### src/rtl/paged_slot_free_list_allocator_top_defines.svh
// Assertion macros for the paged slot allocator.
// Included by files that carry concurrent checks; expects clk and rst in scope.
`ifndef PAGED_SLOT_FREE_LIST_ALLOCATOR_TOP_DEFINES_SVH
`define PAGED_SLOT_FREE_LIST_ALLOCATOR_TOP_DEFINES_SVH

`ifndef SYNTH
// Check on every clock edge outside reset.
`define PSFL_ASSERT(lbl, prop, msg) \
  lbl: assert property (@(posedge clk) disable iff (rst) prop) else $error(msg);
// Check on every clock edge, reset included.
`define PSFL_ASSERT_ALWAYS(lbl, prop, msg) \
  lbl: assert property (@(posedge clk) prop) else $error(msg);
`else
`define PSFL_ASSERT(lbl, prop, msg)
`define PSFL_ASSERT_ALWAYS(lbl, prop, msg)
`endif

`endif

### src/rtl/psfl_ram.sv
// Generic single-write, single-read RAM with registered read data.
// No dependencies.
module psfl_ram #(
  parameter int WIDTH = 8,
  parameter int DEPTH = 16
) (
  input  logic                     clk,
  input  logic                     we,
  input  logic [$clog2(DEPTH)-1:0] waddr,
  input  logic [WIDTH-1:0]         wdata,
  input  logic                     re,
  input  logic [$clog2(DEPTH)-1:0] raddr,
  output logic [WIDTH-1:0]         rdata
);

  logic [WIDTH-1:0] mem [DEPTH];

  always_ff @(posedge clk) begin
    if (we) begin
      mem[waddr] <= wdata;
    end
    if (re) begin
      rdata <= mem[raddr];
    end
  end

endmodule

### config.mk
export PLATFORM = sky130hd
export DESIGN_NAME = psfl_ram
export DESIGN_NICKNAME = d
export VERILOG_FILES = /design/src/rtl/paged_slot_free_list_allocator_top_defines.svh /design/src/rtl/psfl_ram.sv
export SDC_FILE = /design/constraint.sdc
export NUM_CORES = 1
export LEC_CHECK = 0
export ABC_AREA = 1
export BUFFER_PORTS_ARGS = -buffer_cell sky130_fd_sc_hd__buf_2
export CORE_ASPECT_RATIO = 0.75
export CORE_MARGIN = 1
export CORE_UTILIZATION = 35
export CTS_CLUSTER_DIAMETER = 50
export DETAILED_ROUTE_END_ITERATION = 6
export SYNTH_ARGS = -nofsm -noshare
export SYNTH_HDL_FRONTEND = slang
export SYNTH_SLANG_ARGS = --single-unit
### constraint.sdc
create_clock -name clk -period 1.9 [get_ports clk]
set_clock_uncertainty 0.15 [all_clocks]
set_input_delay 0.38 -clock clk [delete_from_list [all_inputs] [get_ports clk]]
set_output_delay 0.38 -clock clk [all_outputs]
set_load 0.05 [all_outputs]
Word-level counts from Yosys, hierarchy flattened
Memories as Yosys holds them, arrays and structs flattened. A register that Yosys moved wholly into a read port is not among the register bits.
Index checks and enable logic that the tools add are counted.

cells by class
  mux-type cells = 2

operator list
  operator          number
  1-bit 2-to-1 mux  2

word-level totals
  bits in registers = 0
  RAM bits = 128
  logic and storage cells = 3
  memories kept = 1

memories
  memory  words  width  rd ports  clocked after Yosys merged registers in  write ports  line            source
  mem     16     8      1         1                                        1            psfl_ram.sv:16  logic [WIDTH-1:0] mem [DEPTH];

Longest topological paths before layout
  depth after elaboration = 2
  depth in mapped cells = 8

Worst setup path after synthesis
OpenSTA, ideal clock, no wires.

  path type = input -> register
  from = input waddr[2]
  to = memory mem[10][0] (enable)
  path buffers = 0
  setup slack = 0.419 ns
  stages = 2
  arrival time = 0.961 ns
  cell sequence = nand3b_1 nor2_1

RTL lines
  element             line            source
  start: declaration  psfl_ram.sv:9   input logic [$clog2(DEPTH)-1:0] waddr,
  end: declaration    psfl_ram.sv:16

Straight into the memory's write port.

Worst setup path after layout
  from = register rdata[6] (read register of mem)
  to = output rdata[6]

RTL lines
  element             line            source
  start: declaration  psfl_ram.sv:13  output logic [WIDTH-1:0] rdata

No word-level cell between the ends.

==> results.tsv <==
stage	metric	value	unit
sta	rsz0062_at_grt	false	
critical_path	r2r_slack	0.62	ns
run_status	status	complete, no violations	
final_layout	nNetsFinal	614	
critical_path	critPathMaxStageDelay	0.41	ns
critical_path	critPathTopFamily	flip-flops	
route	dr_wl_met2	5.73	mm
clocking	htree_levels	4	
sta	finalCritPeriodShare	86.4	%
route	met1_length	6.69	mm
route	initialDrtViolationCount	453	
final_layout	fill_cells	1477	
critical_path	reg2reg_depth	6	
clocking	path_clk_slew	0.06	ns
final_layout	final_core_util	42.8	%
route	vias_per_cell	4.73	
critical_path	critPathBufInv	1	
final_layout	final_cell_area	6920	µm²
clocking	clkLatencyLatePin	0.41	ns
final_layout	drive_above_1_share	13.2	%
route	vias	3872	
route	wl_met3	1.10	mm
worst_hold_path	holdPathStages	1	
sta	hold-worst-slack	0.185	ns
critical_path	crit_arrival	1.11	ns
sta	hold_violations	0	
route	top_layer_used	met4	
floorplanning	die_h	114	µm
place	dp_hpwl	8.59	mm
final_layout	final_cell_mix	nand2_1 (173), edfxtp_1 (136), inv_1 (100)	
synth	synth_nets	570	
sta	tns	0	ns
synth	yosysSeqAreaShare	69.8	%
route	routedWlPerCell	16.7	µm
critical_path	cp_slowest_cell	edfxtp_1	
worst_hold_path	min_from	re	
place	dpl_cell_area	6280	µm²
job	cap_violations	0	
sta	clock.fmax	609	MHz
critical_path	start_kind	register	
clocking	cts_resized	0	
power	power.density	1070	nW/µm²
floorplanning	ioPinCount	27	
clocking	cts_tree	done	
route	totalWireLength	13.7	mm
sta	post-route-min-period	1.64	ns
synth	syn_area	5850	µm²
clocking	numCtsBuffers	17	
critical_path	critPathKind	register to output pin	
worst_hold_path	hp-class	input port to register	
clocking	cts-root-buf	clkbuf_16	
sta	setup_violations	0	
clocking	cts_hold_buf	0	
power	ir_drop	770	µV
route	ant_nets	0	
critical_path	worstPathCellList	buf_2	
floorplanning	core_area	16200	µm²
clocking	clockBufferDepth	2	
floorplanning	die_w	151	µm
route	drt_pre_antenna_iters	5	
critical_path	cp.depth	1	
power	power	7.38	mW
final_layout	mostFrequentLayoutCell	nand2_1	
global_routing	grt_pass1_vias	3608	
critical_path	reg2reg_from	mem[12][3]	
clocking	post_cts_buffers	0	
synth	ys_seq_elements	136	
critical_path	timing.rr.end	rdata[3]	
global_routing	grt_max_degree	65	
power	p_leak	2.96	nW
global_routing	antenna_found_initial	0	
synth	yosysWarnings	0	
global_routing	grt.total_usage	17.3	%
global_routing	grt_pass1_wl	21.2	mm
sta	report.final.slew_viol_count	0	
floorplanning	initial_utilization	36.2	%
critical_path	required	1.37	ns
final_layout	diodes	0	
place	gp_congestion	0.779	
global_routing	gr-total-overflow	0	
critical_path	critPathMaxFanout	1	
critical_path	end_kind	output pin	
sta	tightest_slew	0.614	ns
synth	synth_cells	551	
route	drc	0	
clocking	numClockSinks	136	
floorplanning	rows	40	
final_layout	syn_to_final_growth	18.3	%
synth	avgSynthCellArea	10.6	µm²
place	io_buffers	26	
floorplanning	die_area	17200	µm²
synth	ys_types	11	
sta	worst_slew_margin_rel	59.0	%
worst_hold_path	holdPathEnd	rdata[0]	
how the worst max path moves through the flow:
| stage | from | end | slack [ns] |
|---|---|---|---|
| after floorplan | waddr[2] | mem[10][0] | 0.42 |
| after global placement | raddr[1] | rdata[6] | 0.16 |
| after detailed placement | raddr[1] | rdata[7] | 0.13 |
| after CTS | rdata[4] | rdata[4] | 0.24 |
| after global routing | rdata[4] | rdata[4] | 0.21 |
| final | rdata[6] | rdata[6] | 0.26 |
cell type report:
| class | count | area [µm²] | area share (%) |
|---|---|---|---|
| Clock buffer | 17 | 425 | 6.15 |
| Clock inverter | 15 | 208 | 3.00 |
| Inverter | 102 | 383 | 5.54 |
| Multi-Input combinational cell | 289 | 1210 | 17.5 |
| Sequential cell | 136 | 4080 | 59.0 |
| Tap cell | 210 | 263 | 3.80 |
| Timing Repair Buffer | 49 | 340 | 4.92 |
synthesized netlist by cell type (all sizes together):
| library cell | n | area (µm²) |
|---|---|---|
| nor2 | 17 | 63.8 |
| inv | 102 | 383 |
| edfxtp | 136 | 4080 |
| nand2 | 173 | 649 |
| nand3b | 2 | 15.0 |
| buf | 24 | 166 |
| nand3 | 97 | 485 |
power breakdown:
| part | total, mW | switching, mW | internal [mW] |
|---|---|---|---|
| Sequential | 3.40 | 0.0230 | 3.38 |
| Combinational | 0.468 | 0.343 | 0.125 |
| Clock | 3.51 | 1.20 | 2.30 |
flip-flops by register name, summed over array words and instances, names as in the netlist:
signal	cells
rdata	8
mem	128
cells by family (layout without fill, tap and decap cells):
| group | count (synthesis) | after routing | synth area share [%] |
|---|---|---|---|
| simple gates | 289 | 289 | 20.8 |
| flops | 136 | 136 | 69.8 |
| buf+inv | 126 | 183 | 9.39 |
per-stage QoR:
| stage | worst slack [ns] | cells |
|---|---|---|
| 2_1_floorplan | 0.419 | 551 |
| 3_3_place_gp | 0.162 | 786 |
| 3_5_place_dp | 0.133 | 786 |
| 4_1_cts | 0.238 | 818 |
| 5_1_grt | 0.214 | 818 |
| 6_report | 0.259 | 818 |
metal layers:
metal	global-route usage (%)	vias up
met1	26.2	1827
met4	5.67	0
li1	-	1873
met2	24.1	159
met3	4.12	13
met5	0	-
Power figures use the tool's default switching activity.
