===== config.mk =====
export PLATFORM = sky130hd
export DESIGN_NAME = psfl_pick
export DESIGN_NICKNAME = d
export VERILOG_FILES = /design/src/rtl/paged_slot_free_list_allocator_top_defines.svh /design/src/rtl/psfl_pkg.sv /design/src/rtl/psfl_pick.sv
export SDC_FILE = /design/constraint.sdc
export NUM_CORES = 1
export LEC_CHECK = 0
export BUFFER_PORTS_ARGS = -buffer_cell sky130_fd_sc_hd__buf_2
export CORE_AREA = 5 5 42 44
export DETAILED_ROUTE_END_ITERATION = 8
export DIE_AREA = 0 0 47 49
export REMOVE_ABC_BUFFERS = 1
export SYNTH_ARGS = -nofsm -noshare
export SYNTH_HDL_FRONTEND = slang
export SYNTH_SLANG_ARGS = --single-unit
export TNS_END_PERCENT = 5

===== constraint.sdc =====
create_clock -name vclk -period 2
set_clock_uncertainty 0.15 [all_clocks]
set_input_delay 0.4 -clock vclk [all_inputs]
set_output_delay 0.4 -clock vclk [all_outputs]
set_load 0.01 [all_outputs]

===== src/rtl/paged_slot_free_list_allocator_top_defines.svh =====
// Assertion macros for the paged slot allocator.
// Included by files that carry concurrent checks; expects clk and rst in scope.
`ifndef PAGED_SLOT_FREE_LIST_ALLOCATOR_TOP_DEFINES_SVH
`define PAGED_SLOT_FREE_LIST_ALLOCATOR_TOP_DEFINES_SVH

`ifndef SYNTH
// Check on every clock edge outside reset.
`define PSFL_ASSERT(lbl, prop, msg) \
  lbl: assert property (@(posedge clk) disable iff (rst) prop) else $error(msg);
// Check on every clock edge, reset included.
`define PSFL_ASSERT_ALWAYS(lbl, prop, msg) \
  lbl: assert property (@(posedge clk) prop) else $error(msg);
`else
`define PSFL_ASSERT(lbl, prop, msg)
`define PSFL_ASSERT_ALWAYS(lbl, prop, msg)
`endif

`endif


===== src/rtl/psfl_pkg.sv =====
// Shared types and constants of the paged slot allocator.
// No dependencies; imported by the top level and the page picker.
package psfl_pkg;

  localparam int NUM_PAGES      = 16;
  localparam int SLOTS_PER_PAGE = 128;

  localparam int PAGE_W   = $clog2(NUM_PAGES);
  localparam int SLOT_W   = $clog2(SLOTS_PER_PAGE);
  localparam int LINK_W   = SLOT_W + 1;            // slot index or terminal
  localparam int ADDR_W   = PAGE_W + SLOT_W;       // link memory address {page, slot}
  localparam int LINK_DEPTH = NUM_PAGES * SLOTS_PER_PAGE;
  localparam int PMADE_W  = $clog2(NUM_PAGES + 1);
  localparam int LIMIT_W  = 5;
  localparam int CMP_W    = (LIMIT_W > PMADE_W) ? LIMIT_W : PMADE_W;
  localparam int CNT_W    = 16;
  localparam int LIVE_W   = 12;
  localparam int STATUS_W = 2;

  localparam logic [LINK_W-1:0]  LINK_TERM   = '1;
  localparam logic [LIMIT_W-1:0] LIMIT_RESET = LIMIT_W'(16);

  localparam logic CMD_ALLOC = 1'b0;
  localparam logic CMD_FREE  = 1'b1;

  localparam logic [STATUS_W-1:0] STATUS_OK       = 2'd0;
  localparam logic [STATUS_W-1:0] STATUS_FULL     = 2'd1;
  localparam logic [STATUS_W-1:0] STATUS_BAD_FREE = 2'd2;

  typedef struct packed {
    logic              cmd;
    logic [PAGE_W-1:0] free_page;
    logic [SLOT_W-1:0] free_slot;
  } req_t;

  typedef struct packed {
    logic [STATUS_W-1:0] status;
    logic [PAGE_W-1:0]   got_page;
    logic [SLOT_W-1:0]   got_slot;
    logic [LIVE_W-1:0]   live_count;
  } rsp_t;

  typedef struct packed {
    logic [CNT_W-1:0]  count;
    logic [LINK_W-1:0] head;
  } page_rec_t;

  typedef struct packed {
    logic              found;
    logic [PAGE_W-1:0] page;
  } pick_t;

  typedef enum logic [2:0] {
    S_IDLE,
    S_SWEEP,
    S_HEAD,
    S_PAGE,
    S_LINK,
    S_COMMIT
  } state_t;

endpackage


===== src/rtl/psfl_pick.sv =====
// Page picker: newest created page whose free list is nonempty.
// Depends on psfl_pkg.
module psfl_pick import psfl_pkg::*; (
  input  logic [NUM_PAGES-1:0] free_map,
  output pick_t                pick
);

  always_comb begin
    pick = '0;
    // Ascending scan, so the highest set bit wins.
    for (int i = 0; i < NUM_PAGES; i++) begin
      if (free_map[i]) begin
        pick.found = 1'b1;
        pick.page  = PAGE_W'(i);
      end
    end
  end

endmodule

## Word-level counts from Yosys, hierarchy flattened

Cells that the tools add are included.
W data, S select, Z words.

| cells by class | value |
|---|---|
| mux-type cells | 16 |

Operators with widths:

| cell | number |
|---|---|
| $mux W5 | 16 |

| word-level totals | value |
|---|---|
| bits in registers | 0 |
| input port bits | 16 |
| output and inout port bits | 5 |
| word-level logic and storage cells | 16 |

## Logic depth before layout (Yosys ltp)

Gate-level depths: netlist of the first run.

| logic depth | value |
|---|---|
| word-level depth | 16 |
| mapped depth | 3 |
| gate-level depth less buffers | 3 |

## Worst setup path before layout of the first run

No wires, ideal clock.

| timing | value |
|---|---|
| kind | input-to-output |
| start point | in free_map[9] |
| end point | out pick[4] (netlist bit) |
| data arrival time | 1.128 ns |
| required time | 1.450 ns |
| setup slack | 0.322 ns |
| stages on the path | 3 |
| path buffers | 0 |
| cell sequence | nor4_1 nand2_1 nand4b_1 |

RTL lines:

| what | RTL line | source |
|---|---|---|
| start, declared | psfl_pick.sv:4 | `input logic [NUM_PAGES-1:0] free_map,` |
| end, declared | psfl_pick.sv:5 | `output pick_t pick` |

==> flow_summary_export.csv, run 1 <==
group,metric,value,unit
grt,antenna_found_initial,0,
grt,first_global_vias,271,
flow_run,maxCapViolCount,0,
yosys,syn_inst,27,
finish,nFillCells,177,
grt,grt-ovfl-total,0,
power_and_ir_drop,vdd_drop_max,0.0506,mV
power_and_ir_drop,pwr-share-seq,0,%
grt,grt_pass1_wl,993,µm
yosys,syn_area,159,µm²
critical_path,cp-endpoint,"pick[0]",
power_and_ir_drop,switching_share,49.2,%
placement,portBuffers,21,
floorplanning,ios,21,
power_and_ir_drop,intPower,0.0229,mW
critical_path,critPathMaxFanout,4,
power_and_ir_drop,combinationalPowerShare,100.0,%
critical_path,worstPathArrival,1.39,ns
drt,first_pass_iters,2,
critical_path,end_kind,"output pin",
critical_path,crit_chain,"buf_2 > or3b_1 > a311oi_1 > a31oi_1 > buf_2",
critical_path,max_stage_delay,0.37,ns
placement,dp_hpwl,622,µm
critical_path,slowest_stage,"or3b_1",
critical_path,cp_common_cell,"buf_2",
finish,area_growth,78.7,%
floorplanning,die_y,49,µm
drt,drc,0,
floorplanning,core,0.00140,mm²
yosys,synth.distinct_cells,15,
power_and_ir_drop,clkPwrFrac,0,%
timing,clock.fmax,517,MHz
power_and_ir_drop,power_density,159,mW/mm²
power_and_ir_drop,p_sw,0.0222,mW
yosys,ys_warn_count,0,
finish,seq_area,0,µm²
drt,first_iter_violations,5,
timing,max-slew-margin-rel,75.3,%
critical_path,worstPathRequired,1.45,ns
clocking,post_cts_buffers,0,
timing,tightest_slew,0.366,ns
worst_hold_path,hold_path.class,"in -> out",
yosys,ys_seq_area_share,0,%
floorplanning,die_area,0.00230,mm²
timing,setup_violations,0,
grt,grtUsageTotal,5.33,%
timing,fin_setup_tns,0,ns
critical_path,critPathLaunch,"free_map[9]",
finish,insertedDiodeCount,0,
finish,seq_cell_count,0,
floorplanning,initial_utilization,11.3,%
finish,clkbuf_count,0,
finish,final_net_count,66,
outcome,outcome,"finished, final reports clean",
timing,slew_viol_final,0,
drt,wl,635,µm
finish,multi_input_area,155,µm²
floorplanning,die_x,47,µm
placement,place_congestion,0.732,
timing,rsz0062_at_grt,"false",
drt,viasPerCell,4.34,
timing,fin_crit_sh,96.8,%
drt,post_drt_wl_per_cell,9.92,µm
timing,period_needed,1.94,ns
drt,ant_nets,0,
drt,vias,278,
timing,hold_viol_final,0,
finish,drive_above_1_share,45.8,%
critical_path,critPathKind,"in -> out",
critical_path,crit_path_start_kind,"primary input",
power_and_ir_drop,p_total,0.0451,mW
clocking,hold_buffers,0,
yosys,avgSynthCellArea,5.89,µm²
grt,grt_max_degree,6,
timing,timing.hold.ws,0.963,ns
clocking,post_cts_resized,0,
floorplanning,rows,14,
power_and_ir_drop,leakage,0.122,nW
==> worst max-delay path: cells and delay by family <==
family                 cells  cell delay, ns
AO/OA/AOI/OAI              2            0.35
buffers and inverters      2            0.26
AND/OR/NAND/NOR            1            0.37
==> cell type report <==
type / count / share of cell area [%]
multi-input combinational: 26 / 54.6
timing repair buffer: 21 / 37.0
tap: 16 / 7.05
inverter: 1 / 1.32
==> logic make-up after synthesis <==
kind of cell / share of synthesized area [%]
AND/OR/NAND/NOR: 66.9
AO/OA/AOI/OAI: 30.7
buffers and inverters: 2.36
==> cells in the mapped netlist, drive strengths merged <==
cell | number | area share, %
o21ai | 1 | 3.1
inv | 1 | 2.4
a221o | 1 | 6.3
nand2b | 3 | 12
and2b | 1 | 5.5
nor2 | 8 | 19
nor3 | 1 | 3.1
nand4b | 1 | 5.5
a31oi | 1 | 3.9
or3b | 1 | 5.5
nand2 | 2 | 4.7
a311oi | 1 | 5.5
nor4 | 3 | 12
a311o | 1 | 6.3
o311ai | 1 | 5.5
==> metrics by stage <==
step                setup WS, ns  std cells  util [%]  area (µm²)
finish                    0.0644         64      20.3         284
CTS                       0.0474         64      20.3         284
global placement           0.108         64      20.3         284
floorplan                  0.322         27         -         159
detailed placement        0.0474         64      20.3         284
global route              0.0224         64      20.3         284
==> layout by cell type, fill, tap and decap left out <==
| cell | Yosys | layout |
|---|---|---|
| a221o_1 | 1 | 1 |
| a311o_1 | 1 | 1 |
| a311oi_1 | 1 | 1 |
| a31oi_1 | 1 | 1 |
| and2b_2 | 1 | 1 |
| buf_2 | 0 | 21 |
| inv_1 | 1 | 1 |
| nand2_1 | 2 | 2 |
| nand2b_1 | 3 | 3 |
| nand4b_1 | 1 | 1 |
| nor2_1 | 8 | 8 |
| nor3_1 | 1 | 1 |
| nor4_1 | 3 | 3 |
| o21ai_0 | 1 | 1 |
| o311ai_0 | 1 | 1 |
| or3b_1 | 1 | 1 |
==> worst min path at each step <==
stage	start	to	cells past startpoint
finish	free_map[0]	pick[4]	4
global route	free_map[0]	pick[4]	4
CTS	free_map[0]	pick[4]	4
detailed placement	free_map[0]	pick[4]	4
global placement	free_map[0]	pick[4]	4
floorplan	free_map[15]	pick[2]	2
==> routing by layer <==
| metal | GRT usage (%) | vias up | wire (µm) |
|---|---|---|---|
| met3 | 0 | 0 | 67 |
| met4 | 0 | 0 | 0 |
| met2 | 10.4 | 12 | 315 |
| met1 | 6.52 | 118 | 252 |
| met5 | 0 | - | 0 |
| li1 | - | 148 | - |
==> power by group through the flow <==
| stage | clock [mW] | sequential [mW] | combinational (mW) |
|---|---|---|---|
| after CTS | 0 | 0 | 0.0459 |
| after floorplan | 0 | 0 | 0.0172 |
| final | 0 | 0 | 0.0451 |
| after detailed placement | 0 | 0 | 0.0458 |
| after global routing | 0 | 0 | 0.0504 |
| after global placement | 0 | 0 | 0.0446 |
No activity file was read; power rests on OpenSTA's default activity.
==> run 2, diff against run 1 <==
--- a/config.mk
+++ b/config.mk
@@ -9,6 +9,7 @@
 export CORE_AREA = 5 5 42 44
 export DETAILED_ROUTE_END_ITERATION = 8
 export DIE_AREA = 0 0 47 49
+export RECOVER_POWER = 100
 export REMOVE_ABC_BUFFERS = 1
 export SYNTH_ARGS = -nofsm -noshare
 export SYNTH_HDL_FRONTEND = slang
==> flow_summary_export.csv, run 2 (synthesis gave the netlist of run 1 again) <==
group,metric,value,unit
critical_path,worstPathArrival,1.38,ns
floorplanning,rows,14,
grt,grt-ovfl-total,0,
drt,post_drt_wl_per_cell,9.95,µm
finish,seq_cell_count,0,
power_and_ir_drop,power_density,160,mW/mm²
timing,clock.fmax,518,MHz
finish,insertedDiodeCount,0,
critical_path,critPathKind,"in -> out",
critical_path,slowest_stage,"or3b_1",
drt,drc,0,
drt,viasPerCell,4.33,
finish,seq_area,0,µm²
floorplanning,ios,21,
grt,grt_pass1_wl,993,µm
placement,portBuffers,21,
finish,area_growth,76.4,%
grt,first_global_vias,271,
drt,ant_nets,0,
power_and_ir_drop,p_total,0.0447,mW
placement,place_congestion,0.732,
finish,final_net_count,66,
critical_path,crit_chain,"buf_2 > or3b_1 > a311oi_1 > a31oi_1 > clkbuf_2",
worst_hold_path,holdPathStages,4,
timing,fin_setup_tns,0,ns
critical_path,max_stage_delay,0.37,ns
floorplanning,core,0.00140,mm²
power_and_ir_drop,pwr-share-seq,0,%
power_and_ir_drop,switching_share,49.8,%
flow_run,maxCapViolCount,0,
power_and_ir_drop,combinationalPowerShare,100.0,%
finish,nFillCells,174,
floorplanning,die_y,49,µm
critical_path,end_kind,"output pin",
finish,final_common_cell,"buf_2",
floorplanning,initial_utilization,11.3,%
grt,antenna_found_initial,0,
timing,tightest_slew,0.366,ns
timing,setup_violations,0,
floorplanning,die_area,0.00230,mm²
timing,hold_viol_final,0,
floorplanning,die_x,47,µm
power_and_ir_drop,vdd_drop_max,0.0507,mV
power_and_ir_drop,intPower,0.0224,mW
clocking,hold_buffers,0,
grt,grt_max_degree,6,
drt,first_pass_iters,2,
outcome,outcome,"finished, final reports clean",
drt,vias,277,
placement,dp_hpwl,622,µm
clocking,post_cts_buffers,0,
timing,setup_ws,0.0712,ns
power_and_ir_drop,clkPwrFrac,0,%
grt,grtUsageTotal,5.33,%
drt,wl,637,µm
clocking,post_cts_resized,0,
timing,timing.hold.ws,0.968,ns
drt,first_iter_violations,3,
critical_path,worstPathRequired,1.45,ns
timing,fin_crit_sh,96.4,%
finish,final_cell_mix,"buf_2, nor2_1, nor4_1, nand2b_1, clkbuf_1",
timing,period_needed,1.93,ns
critical_path,critPathMaxFanout,4,
power_and_ir_drop,p_sw,0.0223,mW
finish,multi_input_area,155,µm²
timing,max-slew-margin-rel,75.3,%
critical_path,crit_path_start_kind,"primary input",
critical_path,cp.depth,5,
worst_hold_path,hold_path.class,"in -> out",
critical_path,path_delay_family,"simple AND/OR/NAND/NOR gates",
finish,clkbuf_count,0,
finish,final_cell_area,280,µm²
timing,slew_viol_final,0,
timing,rsz0062_at_grt,"false",
critical_path,cp_num_buf_inv,2,
power_and_ir_drop,leakage,0.120,nW
finish,drive_above_1_share,39.6,%
placement,preCtsSetupSlack,0.0474,ns
placement,dpl_cell_area,284,µm²
[run 2: cell types whose count changed in the layout (fill, tap and decap cells not counted)]
cell	delta
buf_2	-5
clkbuf_1	+3
clkbuf_2	+2
[run 2: power groups by stage]
stage          Sequential, mW  Clock (mW)  Combinational, mW
2_1_floorplan               0           0             0.0172
3_3_place_gp                0           0             0.0446
3_5_place_dp                0           0             0.0458
4_1_cts                     0           0             0.0459
5_1_grt                     0           0             0.0502
6_report                    0           0             0.0447
[run 2: layout make-up]
class | count | area share (%)
repair buffers | 21 | 36.2
well taps | 16 | 7.14
inverters | 1 | 1.34
multi-input cells | 26 | 55.4
[run 2: path summary, 6_finish.rpt]
path                  slack, ns        start  endpoint
worst min-delay path       0.97  free_map[0]   pick[4]
worst max-delay path       0.07  free_map[9]   pick[0]
[run 2: layer usage]
layer | global-route usage (%) | vias to the layer above | routed length [µm]
met2 | 10.4 | 12 | 316
li1 | - | 149 | -
met5 | 0 | - | 0
met4 | 0 | 0 | 0
met3 | 0 | 0 | 67
met1 | 6.52 | 116 | 253
[run 2: tightest hold or removal path, cell delays in order]
cell	delay (ns)
buf_2	0.07
nor2_1	0.03
nand4b_1	0.08
clkbuf_2	0.13
[run 2: through the flow]
stage | instances | util, %
after floorplan | 27 | -
after global placement | 64 | 20.3
after detailed placement | 64 | 20.3
after CTS | 64 | 20.3
after global routing | 64 | 20.0
final | 64 | 20.0
==> run 3, diff against run 2 <==
--- a/config.mk
+++ b/config.mk
@@ -9,6 +9,7 @@
 export CORE_AREA = 5 5 42 44
 export DETAILED_ROUTE_END_ITERATION = 8
 export DIE_AREA = 0 0 47 49
+export PLACE_DENSITY = 0.43
 export RECOVER_POWER = 100
 export REMOVE_ABC_BUFFERS = 1
 export SYNTH_ARGS = -nofsm -noshare
==> flow_summary_export.csv, run 3 (synthesis gave the netlist of run 1 again) <==
group,metric,value,unit
grt,grtUsageTotal,5.26,%
drt,viasPerCell,4.22,
clocking,post_cts_buffers,0,
finish,final_net_count,66,
power_and_ir_drop,vdd_drop_max,0.0396,mV
critical_path,crit_chain,"buf_2 > or3b_1 > a311oi_1 > a31oi_1 > buf_2",
timing,hold_viol_final,0,
worst_hold_path,min_to,"pick[4]",
finish,nFillCells,169,
timing,setup_violations,0,
floorplanning,die_area,0.00230,mm²
placement,dpl_cell_area,284,µm²
timing,max-slew-margin-rel,75.9,%
drt,post_drt_wl_per_cell,9.84,µm
critical_path,end_kind,"output pin",
worst_hold_path,min_from,"free_map[0]",
placement,place_congestion,0.642,
finish,fin_cells,64,
power_and_ir_drop,leakage,0.119,nW
timing,clock.fmax,525,MHz
worst_hold_path,holdPathStages,4,
floorplanning,core,0.00140,mm²
timing,fin_crit_sh,95.3,%
finish,seq_cell_count,0,
finish,clkbuf_count,0,
power_and_ir_drop,p_total,0.0444,mW
floorplanning,die_x,47,µm
placement,portBuffers,21,
grt,grt-ovfl-total,0,
floorplanning,ios,21,
grt,antenna_found_initial,0,
grt,first_global_vias,256,
drt,wl,630,µm
finish,multi_input_area,155,µm²
critical_path,critPathKind,"in -> out",
timing,setup_ws,0.0938,ns
finish,insertedDiodeCount,0,
drt,drc,0,
floorplanning,rows,14,
finish,final_common_cell,"buf_2",
timing,period_needed,1.91,ns
drt,first_pass_iters,4,
critical_path,worstPathRequired,1.45,ns
timing,timing.hold.ws,0.950,ns
timing,rsz0062_at_grt,"false",
outcome,outcome,"finished, final reports clean",
finish,seq_area,0,µm²
timing,tightest_slew,0.358,ns
worst_hold_path,hold_path.class,"in -> out",
finish,fin_util,20.1,%
finish,area_growth,77.2,%
placement,dp.cells,64,
clocking,hold_buffers,0,
critical_path,cp_num_buf_inv,2,
placement,preCtsSetupSlack,0.0861,ns
critical_path,critPathMaxFanout,4,
critical_path,max_stage_delay,0.37,ns
floorplanning,initial_utilization,11.3,%
finish,final_cell_area,282,µm²
critical_path,cp_common_cell,"buf_2",
floorplanning,die_y,49,µm
finish,final_cell_mix,"buf_2, nor2_1, nor4_1, nand2b_1",
drt,ant_nets,0,
power_and_ir_drop,power_density,158,mW/mm²
flow_run,maxCapViolCount,0,
drt,first_iter_violations,4,
drt,vias,270,
clocking,post_cts_resized,0,
critical_path,slowest_stage,"or3b_1",
timing,fin_setup_tns,0,ns
grt,grt_max_degree,6,
finish,drive_above_1_share,41.7,%
critical_path,path_delay_family,"simple AND/OR/NAND/NOR gates",
timing,slew_viol_final,0,
grt,grt_pass1_wl,979,µm
critical_path,crit_path_start_kind,"primary input",
critical_path,worstPathArrival,1.36,ns
[run 3: changes by cell type in the layout (fill, tap and decap cells not counted)]
cell / delta
buf_2: +3
clkbuf_2: -2
clkbuf_1: -1
[run 3: worst max path at each step]
stage	startpoint	end	slack (ns)	cells after the start
after global placement	free_map[9]	pick[0]	0.1	5
final	free_map[9]	pick[0]	0.09	5
after global routing	free_map[9]	pick[4]	0.002	5
after detailed placement	free_map[9]	pick[0]	0.09	5
after floorplan	free_map[9]	pick[4]	0.32	3
after CTS	free_map[9]	pick[0]	0.09	5
[run 3: area by class of cell]
cell class	count	area share, %
multi-input combinational	26	55.1
tap	16	7.11
timing repair buffer	21	36.4
inverter	1	1.33
[run 3: power breakdown]
part	switching (mW)	internal, mW	total (mW)
clock network	0	0	0
logic	0.0219	0.0225	0.0444
registers	0	0	0
[run 3: routing by layer]
metal / vias up / track usage (%) / part of all wire, % / wire length (µm)
met1: 108 / 6.74 / 41 / 259
met3: 0 / 0.738 / 12 / 77
met5: - / 0 / 0 / 0
li1: 150 / - / - / -
met4: 0 / 0 / 0 / 0
met2: 12 / 9.50 / 47 / 293
